**config.mk**
```make
export PLATFORM = sky130hd
export DESIGN_NAME = matrix_multiply_4x4_core
export DESIGN_NICKNAME = d
export VERILOG_FILES = /design/src/rtl/mm4_pkg.sv /design/src/rtl/matrix_multiply_4x4_core.sv /design/src/rtl/mm4_ctrl.sv /design/src/rtl/mm4_datapath.sv
export VERILOG_INCLUDE_DIRS = /design/src /design/src/rtl
export SDC_FILE = /design/constraint.sdc
export NUM_CORES = 2
export LEC_CHECK = 0
export BUFFER_PORTS_ARGS = -buffer_cell sky130_fd_sc_hd__buf_2
export CORE_MARGIN = 2
export CORE_UTILIZATION = 50
export CTS_BUF_LIST = sky130_fd_sc_hd__clkbuf_4 sky130_fd_sc_hd__clkbuf_8 sky130_fd_sc_hd__clkbuf_16
export CTS_CLUSTER_SIZE = 30
export DETAILED_ROUTE_END_ITERATION = 8
export GPL_ROUTABILITY_DRIVEN = 0
export GPL_TIMING_DRIVEN = 0
export PLACE_DENSITY = 0.73
export SLEW_MARGIN = 20
export SYNTH_ARGS = -nofsm -noshare
export SYNTH_HDL_FRONTEND = slang
export SYNTH_SLANG_ARGS = --single-unit
export TNS_END_PERCENT = 30
```
**constraint.sdc**
```tcl
create_clock -name i_clk -period 22.9 [get_ports i_clk]
set_input_delay 3.435 -clock i_clk [delete_from_list [all_inputs] [get_ports i_clk]]
set_output_delay 3.435 -clock i_clk [all_outputs]
set_load 0.05 [all_outputs]
```
**src/rtl/matrix_multiply_4x4_core_macros.svh**
```systemverilog
// assertion macros shared by the matrix multiply rtl
// depends on nothing; included by the modules that carry assertions
`ifndef MATRIX_MULTIPLY_4X4_CORE_MACROS_SVH
`define MATRIX_MULTIPLY_4X4_CORE_MACROS_SVH

// same-cycle implication, checked outside reset
`define MM4_ASSERT_NOW(lbl, clk, rst_n, ante, cons, msg) \
    lbl: assert property (@(posedge clk) disable iff (!rst_n) (ante) |-> (cons)) \
        else $error(msg);

// next-cycle implication, checked outside reset
`define MM4_ASSERT_NEXT(lbl, clk, rst_n, ante, cons, msg) \
    lbl: assert property (@(posedge clk) disable iff (!rst_n) (ante) |=> (cons)) \
        else $error(msg);

`endif

```
**src/rtl/mm4_pkg.sv**
```systemverilog
// shared types and constants for the 4x4 fixed-point matrix multiply
// no dependencies; used by mm4_ctrl, mm4_datapath and the top level
`default_nettype none

package mm4_pkg;

    // matrix shape and number format
    localparam int DIM       = 4;
    localparam int CELLS     = DIM * DIM;
    localparam int ELEM_W    = 32;
    localparam int FRAC_BITS = 16;
    localparam int IDX_W     = 4;
    localparam int DIM_W     = (DIM > 1) ? $clog2(DIM) : 1;
    localparam int ADDR_W    = (CELLS > 1) ? $clog2(CELLS) : 1;
    localparam int PROD_W    = 2 * ELEM_W;
    localparam int ACC_W     = PROD_W + DIM_W;

    // sequencer states
    typedef enum logic [1:0] {
        S_IDLE,
        S_MUL,
        S_ADD,
        S_EMIT
    } t_state;

    // commands from the controller to the datapath
    typedef struct packed {
        logic             wr_en;
        logic             mul_en;
        logic             acc_clr;
        logic             acc_add;
        logic             out_load;
        logic             last;
        logic [DIM_W-1:0] k;
        logic [DIM_W-1:0] row;
        logic [DIM_W-1:0] col;
    } t_dp_cmd;

    // status from the datapath to the controller
    typedef struct packed {
        logic out_free;
    } t_dp_stat;

endpackage

`default_nettype wire

```
**src/rtl/matrix_multiply_4x4_core.sv**
```systemverilog
// 4x4 signed q16.16 matrix multiply, column-major operands and results
// per result element: a multiply step for each term on one shared 32x32 multiplier,
//   an add step, then a load into the output word register, which waits while the
//   output is stalled
// input: one word per cycle while idle; busy from go until the last element is loaded
// reset: synchronous, active low; clears both operand stores and the output valid
`default_nettype none

module matrix_multiply_4x4_core (
    input  wire logic                             i_clk,
    input  wire logic                             i_rst_n,
    input  wire logic                             i_in_valid,
    output logic                                  o_in_ready,
    input  wire logic                             i_mode,
    input  wire logic        [mm4_pkg::IDX_W-1:0] i_elem_index,
    input  wire logic signed [mm4_pkg::ELEM_W-1:0] i_elem_value,
    input  wire logic                             i_go,
    output logic                                  o_out_valid,
    input  wire logic                             i_out_ready,
    output logic             [mm4_pkg::IDX_W-1:0] o_out_index,
    output logic signed      [mm4_pkg::ELEM_W-1:0] o_out_value,
    output logic                                  o_saturated,
    output logic                                  o_last
);

    mm4_pkg::t_dp_cmd  w_cmd;
    mm4_pkg::t_dp_stat w_stat;

    // sequencer
    mm4_ctrl u_ctrl (
        .i_clk      (i_clk),
        .i_rst_n    (i_rst_n),
        .i_in_valid (i_in_valid),
        .o_in_ready (o_in_ready),
        .i_go       (i_go),
        .i_stat     (w_stat),
        .o_cmd      (w_cmd)
    );

    // stores and arithmetic
    mm4_datapath u_datapath (
        .i_clk        (i_clk),
        .i_rst_n      (i_rst_n),
        .i_cmd        (w_cmd),
        .o_stat       (w_stat),
        .i_mode       (i_mode),
        .i_elem_index (i_elem_index),
        .i_elem_value (i_elem_value),
        .o_out_index  (o_out_index),
        .o_out_value  (o_out_value),
        .o_saturated  (o_saturated),
        .o_last       (o_last),
        .o_out_valid  (o_out_valid),
        .i_out_ready  (i_out_ready)
    );

endmodule

`default_nettype wire

```
**src/rtl/mm4_ctrl.sv**
```systemverilog
// sequencer for the matrix multiply: input handshake, element and term counters
// depends on mm4_pkg and matrix_multiply_4x4_core_macros.svh
`default_nettype none
`include "matrix_multiply_4x4_core_macros.svh"

module mm4_ctrl (
    input  wire logic              i_clk,
    input  wire logic              i_rst_n,
    input  wire logic              i_in_valid,
    output logic                   o_in_ready,
    input  wire logic              i_go,
    input  wire mm4_pkg::t_dp_stat i_stat,
    output mm4_pkg::t_dp_cmd       o_cmd
);

    localparam logic [mm4_pkg::DIM_W-1:0] K_MAX = mm4_pkg::DIM_W'(mm4_pkg::DIM - 1);

    mm4_pkg::t_state             r_state, n_state;
    logic [mm4_pkg::DIM_W-1:0]   r_k, n_k;
    logic [mm4_pkg::DIM_W-1:0]   r_row, n_row;
    logic [mm4_pkg::DIM_W-1:0]   r_col, n_col;
    logic                        w_accept;
    logic                        w_last;

    assign w_accept = i_in_valid && o_in_ready;
    assign w_last   = (r_row == K_MAX) && (r_col == K_MAX);

    // state and counter registers
    always_ff @(posedge i_clk) begin
        if (!i_rst_n) begin
            r_state <= mm4_pkg::S_IDLE;
            r_k     <= '0;
            r_row   <= '0;
            r_col   <= '0;
        end else begin
            r_state <= n_state;
            r_k     <= n_k;
            r_row   <= n_row;
            r_col   <= n_col;
        end
    end

    // next state and datapath commands
    always_comb begin
        n_state          = r_state;
        n_k              = r_k;
        n_row            = r_row;
        n_col            = r_col;
        o_in_ready       = 1'b0;
        o_cmd            = '0;
        o_cmd.k          = r_k;
        o_cmd.row        = r_row;
        o_cmd.col        = r_col;
        o_cmd.last       = w_last;
        unique case (r_state)
            mm4_pkg::S_IDLE: begin
                o_in_ready  = 1'b1;
                o_cmd.wr_en = w_accept;
                if (w_accept && i_go) begin
                    n_state = mm4_pkg::S_MUL;
                    n_k     = '0;
                    n_row   = '0;
                    n_col   = '0;
                end
            end
            mm4_pkg::S_MUL: begin
                // one product per cycle, each added to the sum in the following cycle
                o_cmd.mul_en  = 1'b1;
                o_cmd.acc_clr = (r_k == '0);
                o_cmd.acc_add = (r_k != '0);
                if (r_k == K_MAX) begin
                    n_state = mm4_pkg::S_ADD;
                end else begin
                    n_k = r_k + 1'b1;
                end
            end
            mm4_pkg::S_ADD: begin
                o_cmd.acc_add = 1'b1;
                n_state       = mm4_pkg::S_EMIT;
            end
            mm4_pkg::S_EMIT: begin
                if (i_stat.out_free) begin
                    o_cmd.out_load = 1'b1;
                    n_k            = '0;
                    if (w_last) begin
                        n_state = mm4_pkg::S_IDLE;
                    end else begin
                        n_state = mm4_pkg::S_MUL;
                        if (r_row == K_MAX) begin
                            n_row = '0;
                            n_col = r_col + 1'b1;
                        end else begin
                            n_row = r_row + 1'b1;
                        end
                    end
                end
            end
            default: begin
                n_state = mm4_pkg::S_IDLE;
            end
        endcase
    end

    // checks on sequencing
    `MM4_ASSERT_NOW(a_load_when_free, i_clk, i_rst_n, o_cmd.out_load, i_stat.out_free, "result loaded into a busy output register")
    `MM4_ASSERT_NEXT(a_idle_after_last, i_clk, i_rst_n, o_cmd.out_load && o_cmd.last, o_in_ready, "not ready after the last element")
    `MM4_ASSERT_NEXT(a_busy_after_go, i_clk, i_rst_n, w_accept && i_go, !o_in_ready, "input taken while a product runs")

endmodule

`default_nettype wire

```
**src/rtl/mm4_datapath.sv**
```systemverilog
// operand stores, multiplier, accumulator, shift and clip, output register
// depends on mm4_pkg and matrix_multiply_4x4_core_macros.svh
`default_nettype none
`include "matrix_multiply_4x4_core_macros.svh"

module mm4_datapath (
    input  wire logic                             i_clk,
    input  wire logic                             i_rst_n,
    input  wire mm4_pkg::t_dp_cmd                 i_cmd,
    output mm4_pkg::t_dp_stat                     o_stat,
    input  wire logic                             i_mode,
    input  wire logic        [mm4_pkg::IDX_W-1:0] i_elem_index,
    input  wire logic signed [mm4_pkg::ELEM_W-1:0] i_elem_value,
    output logic             [mm4_pkg::IDX_W-1:0] o_out_index,
    output logic signed      [mm4_pkg::ELEM_W-1:0] o_out_value,
    output logic                                  o_saturated,
    output logic                                  o_last,
    output logic                                  o_out_valid,
    input  wire logic                             i_out_ready
);

    localparam int SH_HI = mm4_pkg::ACC_W - 1;
    localparam int SH_LO = mm4_pkg::ELEM_W - 1;
    localparam logic signed [mm4_pkg::ELEM_W-1:0] MAX_V = {1'b0, {(mm4_pkg::ELEM_W-1){1'b1}}};
    localparam logic signed [mm4_pkg::ELEM_W-1:0] MIN_V = {1'b1, {(mm4_pkg::ELEM_W-1){1'b0}}};

    logic signed [mm4_pkg::ELEM_W-1:0] r_left  [mm4_pkg::CELLS];
    logic signed [mm4_pkg::ELEM_W-1:0] r_right [mm4_pkg::CELLS];
    logic signed [mm4_pkg::PROD_W-1:0] r_prod;
    logic signed [mm4_pkg::ACC_W-1:0]  r_acc;
    logic        [mm4_pkg::ADDR_W-1:0] w_wr_addr;
    logic        [mm4_pkg::ADDR_W-1:0] w_l_addr;
    logic        [mm4_pkg::ADDR_W-1:0] w_r_addr;
    logic signed [mm4_pkg::ELEM_W-1:0] w_l_op;
    logic signed [mm4_pkg::ELEM_W-1:0] w_r_op;
    logic signed [mm4_pkg::PROD_W-1:0] n_prod;
    logic signed [mm4_pkg::ACC_W-1:0]  w_shifted;
    logic        [SH_HI-SH_LO:0]       w_top;
    logic                              w_in_range;
    logic signed [mm4_pkg::ELEM_W-1:0] w_clip;
    logic        [mm4_pkg::IDX_W-1:0]  w_index;

    // operand addresses: left walks a row, right walks a column
    assign w_wr_addr = mm4_pkg::ADDR_W'(i_elem_index);
    assign w_l_addr  = mm4_pkg::ADDR_W'(int'(i_cmd.k) * mm4_pkg::DIM + int'(i_cmd.row));
    assign w_r_addr  = mm4_pkg::ADDR_W'(int'(i_cmd.col) * mm4_pkg::DIM + int'(i_cmd.k));
    assign w_l_op    = r_left[w_l_addr];
    assign w_r_op    = r_right[w_r_addr];
    assign n_prod    = w_l_op * w_r_op;

    // operand stores, cleared at reset
    always_ff @(posedge i_clk) begin
        if (!i_rst_n) begin
            for (int i = 0; i < mm4_pkg::CELLS; i++) begin
                r_left[i]  <= '0;
                r_right[i] <= '0;
            end
        end else if (i_cmd.wr_en && (32'(i_elem_index) < mm4_pkg::CELLS)) begin
            if (i_mode) begin
                r_right[w_wr_addr] <= i_elem_value;
            end else begin
                r_left[w_wr_addr] <= i_elem_value;
            end
        end
    end

    // product register and accumulator
    always_ff @(posedge i_clk) begin
        if (i_cmd.mul_en) begin
            r_prod <= n_prod;
        end
        if (i_cmd.acc_clr) begin
            r_acc <= '0;
        end else if (i_cmd.acc_add) begin
            r_acc <= r_acc + mm4_pkg::ACC_W'(r_prod);
        end
    end

    // floor shift back to the fraction, then clip to the element range
    assign w_shifted  = r_acc >>> mm4_pkg::FRAC_BITS;
    assign w_top      = w_shifted[SH_HI:SH_LO];
    assign w_in_range = (&w_top) || !(|w_top);
    assign w_clip     = w_in_range ? w_shifted[mm4_pkg::ELEM_W-1:0]
                                   : (w_shifted[SH_HI] ? MIN_V : MAX_V);
    assign w_index    = mm4_pkg::IDX_W'(int'(i_cmd.col) * mm4_pkg::DIM + int'(i_cmd.row));

    // output word register
    always_ff @(posedge i_clk) begin
        if (!i_rst_n) begin
            o_out_valid <= 1'b0;
        end else if (i_cmd.out_load) begin
            o_out_valid <= 1'b1;
        end else if (i_out_ready) begin
            o_out_valid <= 1'b0;
        end
    end

    always_ff @(posedge i_clk) begin
        if (i_cmd.out_load) begin
            o_out_index <= w_index;
            o_out_value <= w_clip;
            o_saturated <= !w_in_range;
            o_last      <= i_cmd.last;
        end
    end

    assign o_stat.out_free = !o_out_valid || i_out_ready;

    // checks on the result path
    `MM4_ASSERT_NEXT(a_valid_after_load, i_clk, i_rst_n, i_cmd.out_load, o_out_valid, "loaded word not shown")
    `MM4_ASSERT_NOW(a_sat_value, i_clk, i_rst_n, o_out_valid && o_saturated, (o_out_value == MAX_V) || (o_out_value == MIN_V), "clipped word is not a range limit")
    `MM4_ASSERT_NOW(a_last_index, i_clk, i_rst_n, o_out_valid && o_last, o_out_index == mm4_pkg::IDX_W'(mm4_pkg::CELLS - 1), "last flag on a word other than the final one")

endmodule

`default_nettype wire
```
### Yosys cells after proc, flatten, opt, wreduce, memory -nomap -nowiden

Memories as Yosys holds them, arrays and structs flattened.
Cells that the tools add are included.
W data, S select, Z words.

| word-level totals | value |
|---|---|
| flip-flop bits (word level) | 177 |
| bits in latches | 0 |
| memory bits (writable) | 1024 |
| bits in read-only memories | 0 |
| bits of input ports | 42 |
| word-level logic and storage cells | 97 |
| memories | 2 |

| operators by class | value |
|---|---|
| $add $sub $neg | 7 |
| $mul | 1 |
| divide/modulo/power cells | 0 |
| $lt $le $gt $ge | 0 |
| equality and inequality tests | 12 |
| shifts and indexed selects | 0 |
| muxes and demuxes | 42 |
| bitwise gates (word level) | 0 |
| reduce and logical (&&, ||, !) cells | 22 |

Memory list:

| memory | words | bits a word | read ports | clocked after Yosys merged registers in | write ports | RTL line | text |
|---|---|---|---|---|---|---|---|
| u_datapath.r_left | 16 | 32 | 1 | 0 | 16 | mm4_datapath.sv:27 | `logic signed [mm4_pkg::ELEM_W-1:0] r_left [mm4_pkg::CELLS];` |
| u_datapath.r_right | 16 | 32 | 1 | 0 | 16 | mm4_datapath.sv:28 | `logic signed [mm4_pkg::ELEM_W-1:0] r_right [mm4_pkg::CELLS];` |

Operators by type and width:

| kind | count |
|---|---|
| $mux W32 | 4 |
| $add A66 B64 Y66 | 1 |
| $mul A32 B32 Y64 | 1 |
| $reduce_or A32 Y1 | 2 |
| $mux W2 | 13 |
| $reduce_and A19 Y1 | 1 |
| $reduce_or A19 Y1 | 1 |
| $mux W1 | 18 |
| $add A4 B2 Y4 | 3 |
| $eq A2 B2 Y1 const B | 5 |
| $mux W4 | 2 |
| $ne A2 B1 Y1 const B | 4 |
| $pmux W2 S2 | 2 |
| $pmux W2 S4 | 1 |
| $reduce_and A4 Y1 | 2 |
| $add A2 B1 Y2 const B | 3 |
| $pmux W2 S3 | 1 |
| $reduce_bool A2 Y1 | 3 |
| $reduce_and A5 Y1 | 1 |
| $logic_not A2 Y1 | 2 |
| $ne A2 B2 Y1 const B | 2 |
| $logic_and A1 B1 Y1 | 3 |
| $logic_not A1 Y1 | 3 |
| $reduce_and A3 Y1 | 1 |
| 4 further kinds | 5 |

### Longest topological paths before layout

| logic depth | value |
|---|---|
| depth after elaboration | 9 |
| depth in mapped cells | 38 |
| depth with buffers taken out | 32 |

### Modules after synthesis

A second synthesis with hierarchy kept.

| unflattened totals | value |
|---|---|
| cells, all modules | 7909 |
| area total of the unflattened synthesis | 92436.2 um^2 |

By module, submodules not included:

| module | times used | cells each | area each (um^2) | sequential area each (um^2) |
|---|---|---|---|---|
| mm4_datapath | 1 | 7842 | 91816.8 | 35153.7 |
| mm4_ctrl | 1 | 67 | 619.3 | 160.2 |

### Worst setup path after synthesis

OpenSTA, ideal clock, no wires.

| timing | value |
|---|---|
| kind | reg2reg |
| from | register u_ctrl.r_k[0] (netlist name) |
| to | register u_datapath.r_prod[62] (netlist name) (data pin) |
| library setup time | 259 ps |
| arrival | 9205 ps |
| slack | 13436 ps |
| cell stages (with the launch flop) | 35 |
| cells stage by stage | dfxtp_1 > buf_2 > buf_2 > buf_2 > buf_2 > mux4_2 > mux2i_1 > nand2_1 > o21a_1 > nand2_1 > inv_1 > fa_1 > inv_1 > fa_1 > inv_1 > fa_1 > fa_1 > inv_1 > fa_1 > inv_1 > fa_1 > inv_1 > fa_1 > fa_1 > inv_1 > ha_1 > clkbuf_1 > a21o_1 > a21o_1 > a21oi_1 > o21ai_0 > a21o_1 > a21oi_1 > o21ai_1 > a211o_1 |

| between the ends | value |
|---|---|
| cells in the longest elaborated chain, start to end | 3 |

RTL lines:

| element | RTL line | text |
|---|---|---|
| from (decl) | mm4_ctrl.sv:19 | `logic [mm4_pkg::DIM_W-1:0] r_k, n_k;` |
| from (signal assigned) | mm4_ctrl.sv:37 | `r_k <= n_k;` |
| $add A4 B2 Y4, on equally long branches | mm4_datapath.sv:45, mm4_datapath.sv:46 |  |
| $mem_v2 Z16 W32, on equally long branches | -- |  |
| $mul A32 B32 Y64 (*) | mm4_datapath.sv:49 | `assign n_prod = w_l_op * w_r_op;` |
| net u_datapath.n_prod, one bit | mm4_datapath.sv:36 | `logic signed [mm4_pkg::PROD_W-1:0] n_prod;` |
| to (signal assigned) | mm4_datapath.sv:70 | `r_prod <= n_prod;` |
| to (decl) | mm4_datapath.sv:29 | `logic signed [mm4_pkg::PROD_W-1:0] r_prod;` |

Mark *: on every way through the listed nets, which the timed path passes. The rest lies on a longest branch.
A chain may end at the register's enable or synchronous reset.

### Final worst setup path

| timing | value |
|---|---|
| from | register u_ctrl.r_row[1] (netlist name) |
| to | register u_datapath.r_prod[57] (netlist name) (data pin) |

| between the ends | value |
|---|---|
| cells in the longest elaborated chain, start to end | 3 |

RTL lines:

| element | RTL line | text |
|---|---|---|
| from (decl) | mm4_ctrl.sv:20 | `logic [mm4_pkg::DIM_W-1:0] r_row, n_row;` |
| from (signal assigned) | mm4_ctrl.sv:38 | `r_row <= n_row;` |
| $add A4 B2 Y4 | mm4_datapath.sv:45 | `assign w_l_addr = mm4_pkg::ADDR_W'(int'(i_cmd.k) * mm4_pkg::DIM + int'(i_cmd.row));` |
| $mem_v2 Z16 W32 | -- |  |
| $mul A32 B32 Y64 | mm4_datapath.sv:49 |  |
| net u_datapath.n_prod, one bit | mm4_datapath.sv:36 |  |

The timed path passes the listed nets, and every way through them passes these cells.

==> load_flow_metrics.sql <==
INSERT INTO impl_metrics (metric_group, metric, value, unit) VALUES
('place', 'place_hpwl', '223', 'mm'),
('cts', 'ctsHoldBuffers', '0', ''),
('yosys', 'ys.flop_type', 'sky130_fd_sc_hd__edfxtp_1', ''),
('worst_setup_path', 'cp_data_arrival_time', '13.72', 'ns'),
('final_layout', 'layout-area-overhead-vs-synth', '10.1', '%'),
('timing', 'final_min_period_over_clock_period', '58.0', '%'),
('timing', 'timing_max_transition_violations_final', '0', ''),
('global_routing', 'antenna_found_initial', '20', ''),
('yosys', 'netlist_instances', '7883', ''),
('route', 'drt_drc_violations_left', '17', ''),
('timing', 'timing.slew.headroom', '10.3', '%'),
('route', 'drt_first_pass_iters', '9', ''),
('timing', 'setup_viol', '0', ''),
('cts', 'clk_path_buf_depth', '3', ''),
('cts', 'clkSlewWorstSetupHoldPaths', '0.06', 'ns'),
('outcome', 'violated_checks', 'DRC', ''),
('route', 'drt-vias-per-instance', '6.03', ''),
('cts', 'cts_made_buffers', '117', ''),
('timing', 'tns', '0', 'ns'),
('cts', 'post-cts-setup-buffers', '0', ''),
('worst_setup_path', 'critical_path.most_common_cell', 'sky130_fd_sc_hd__fa_1', ''),
('yosys', 'synth_nets', '9265', ''),
('final_layout', 'multiInputGateArea', '50700', 'um2'),
('global_routing', 'grt_pass1_wl', '430', 'mm'),
('final_layout', 'layout.area.seq', '35300', 'um2'),
('outcome', 'status', 'finished, violations left', ''),
('timing', 'grt_setup_unrepaired', 'no', ''),
('yosys', 'seq_area_frac_synth', '38.6', '%'),
('yosys', 'number_of_synthesized_register_bits', '1201', ''),
('timing', 'tightestPinTransition', '1.35', 'ns'),
('final_layout', 'layout_commonest_cell', 'sky130_fd_sc_hd__edfxtp_1', ''),
('yosys', 'synth_top_family_by_area', 'adder cells', ''),
('route', 'drtAntennaViolNets', '0', ''),
('yosys', 'synthesis.area_per_instance', '11.6', 'um2'),
('cts', 'clock_sinks', '1201', ''),
('timing', 'report.final.hold_viol_count', '0', ''),
('timing', 'final.setup_skew', '0.110', 'ns'),
('worst_setup_path', 'reg2reg_setup_slack', '9.62', 'ns'),
('route', 'wire_per_inst', '27.8', 'um'),
('worst_setup_path', 'critPathRequiredTime', '23.34', 'ns'),
('hold_path', 'min_path_cells', '0', ''),
('floorplanning', 'die-height', '432', 'um'),
('floorplanning', 'num_io_pins', '82', ''),
('floorplanning', 'row_count', '157', ''),
('worst_setup_path', 'timing.rr.start', 'u_ctrl.r_row[1]', ''),
('worst_setup_path', 'critPathSlowestCell', 'sky130_fd_sc_hd__o21ai_0', ''),
('hold_path', 'worst_hold_startpoint', 'u_ctrl.r_col[1]', ''),
('floorplanning', 'die_x', '432', 'um'),
('yosys', 'synth_compound_area_share', '4.53', '%'),
('floorplanning', 'starting_density', '50.2', '%'),
('hold_path', 'hp-class', 'register to register', ''),
('global_routing', 'gr-usage-all-layers', '32.0', '%'),
('global_routing', 'grt-ovfl-total', '0', ''),
('timing', 'fmax', '75.3', 'MHz'),
('final_layout', 'fraction_of_final_layout_cells_with_drive_strength_greater_than_1', '9.48', '%'),
('cts', 'ctsHtreeMaxLevel', '3', ''),
('yosys', 'synth_warn', '0', ''),
('route', 'route.vias.total', '64200', ''),
('run', 'cap_violations', '0', ''),
('worst_setup_path', 'timing.critical_path.fanout_max', '10', ''),
('worst_setup_path', 'setup.worst_path.class', 'register to register', ''),
('yosys', 'synth.area.mux_share', '7.38', '%'),
('worst_setup_path', 'startpoint_type', 'register', ''),
('worst_setup_path', 'worst_r2r_endpoint', 'u_datapath.r_prod[57]', ''),
('hold_path', 'hold_end', 'u_datapath.o_out_index[3]', ''),
('yosys', 'yosys.cell_types.count', '82', ''),
('final_layout', 'leading_cell_types_in_the_layout_fill_and_taps_excluded', 'sky130_fd_sc_hd__edfxtp_1 (1126), sky130_fd_sc_hd__and2_1 (1088), sky130_fd_sc_hd__fa_1 (1082)', ''),
('yosys', 'synth-xor-area-share', '1.12', '%'),
('cts', 'worst_skew_pair.late_latency', '0.81', 'ns'),
('route', 'drt-initial-drc-count', '8463', ''),
('yosys', 'syn-cell-area', '91600', 'um2');
[cells by family after synthesis]
| kind of cell | Yosys count |
|---|---|
| buf+inv | 1584 |
| flops | 1201 |
| xor+xnor | 117 |
| mux | 324 |
| compound gates | 648 |
| simple gates | 2669 |
| fa+ha+maj | 1340 |
[Yosys cell counts (all sizes together), types with 45 or more instances]
library cell  instances  area share, %
a21o                106           0.87
ha                  257            3.5
buf                  64           0.31
nand3                55           0.30
mux4                279            6.9
o21ai               170           0.95
and2               1088            7.4
inv                1069            4.4
nor2                497            2.0
fa                 1083             24
dfxtp                75            1.6
edfxtp             1126             37
nor2b                93           0.64
clkbuf              448            1.8
nand2               771            3.2
o21a                 45           0.37
xnor2                80           0.76
a21oi               183            1.0
[layout make-up]
type	count	area share, %
Clock buffer	156	3.29
Tap cell	2385	2.96
Buffer	512	1.98
Sequential cell	1201	35.0
Antenna cell	9	0.0223
Inverter	1072	3.99
Clock inverter	66	0.685
Timing Repair Buffer	140	1.73
Multi-Input combinational cell	5098	50.3
[worst max-delay path: cells and delay by family (launching register included)]
| kind | cells | cell delay (ns) |
|---|---|---|
| adders and majority gates | 9 | 4.35 |
| AOI/OAI and AO/OA | 9 | 3.30 |
| buffers and inverters | 8 | 3.36 |
| DFF | 1 | 0.69 |
| and+or+nand+nor | 4 | 0.62 |
| muxes | 1 | 0.42 |
| xor gates and xnor gates | 1 | 0.18 |
[per-layer routing]
layer  vias to the layer above  global-route usage [%]  wire, um
met3                      1331                    12.7     41900
met4                        34                    22.6     27100
li1                      26200                       -         -
met2                      4736                    49.0    131000
met5                         -                    1.12       482
met1                     31900                    36.6     95600
[stage by stage]
step | cells | setup slack (ns) | hold slack, ns | util, % | instance area (um2)
after floorplan | 7883 | 13.44 | 0.432 | - | 91600
after global placement | 10300 | 9.99 | 0.444 | 52.1 | 95000
after detailed placement | 10400 | 10.12 | 0.451 | 53.0 | 96800
after CTS | 10600 | 10.04 | 0.424 | 55.2 | 101000
after global routing | 10600 | 9.35 | 0.461 | 55.2 | 101000
final | 10600 | 9.62 | 0.445 | 55.3 | 101000
[registers in the layout, summed over array words and instances, names as in the netlist]
| register | count |
|---|---|
| u_datapath.r_prod | 64 |
| u_ctrl.r_state | 2 |
| u_datapath.o_out_value | 32 |
| u_datapath.r_left | 512 |
| u_ctrl.r_k | 2 |
| u_ctrl.r_col | 2 |
| u_datapath.o_out_index | 4 |
| u_datapath.o_last | 1 |
| u_datapath.r_acc | 66 |
| u_datapath.o_saturated | 1 |
| u_datapath.r_right | 512 |
| u_datapath.o_out_valid | 1 |
| u_ctrl.r_row | 2 |
[how the worst max path moves through the flow]
stage / from / end / slack, ns / cells after the start
2_1_floorplan: u_ctrl.r_k[0] / u_datapath.r_prod[62] / 13.44 / 34
3_3_place_gp: u_ctrl.r_row[1] / u_datapath.r_prod[62] / 9.99 / 33
3_5_place_dp: u_ctrl.r_row[1] / u_datapath.r_prod[62] / 10.12 / 33
4_1_cts: u_ctrl.r_row[1] / u_datapath.r_prod[62] / 10.04 / 33
5_1_grt: u_ctrl.r_row[1] / u_datapath.r_prod[62] / 9.35 / 33
6_report: u_ctrl.r_row[1] / u_datapath.r_prod[57] / 9.62 / 32
Power is left out: the tool's default activity adds up to more than one toggle a clock period on the data nets, which glitch-free logic cannot reach.
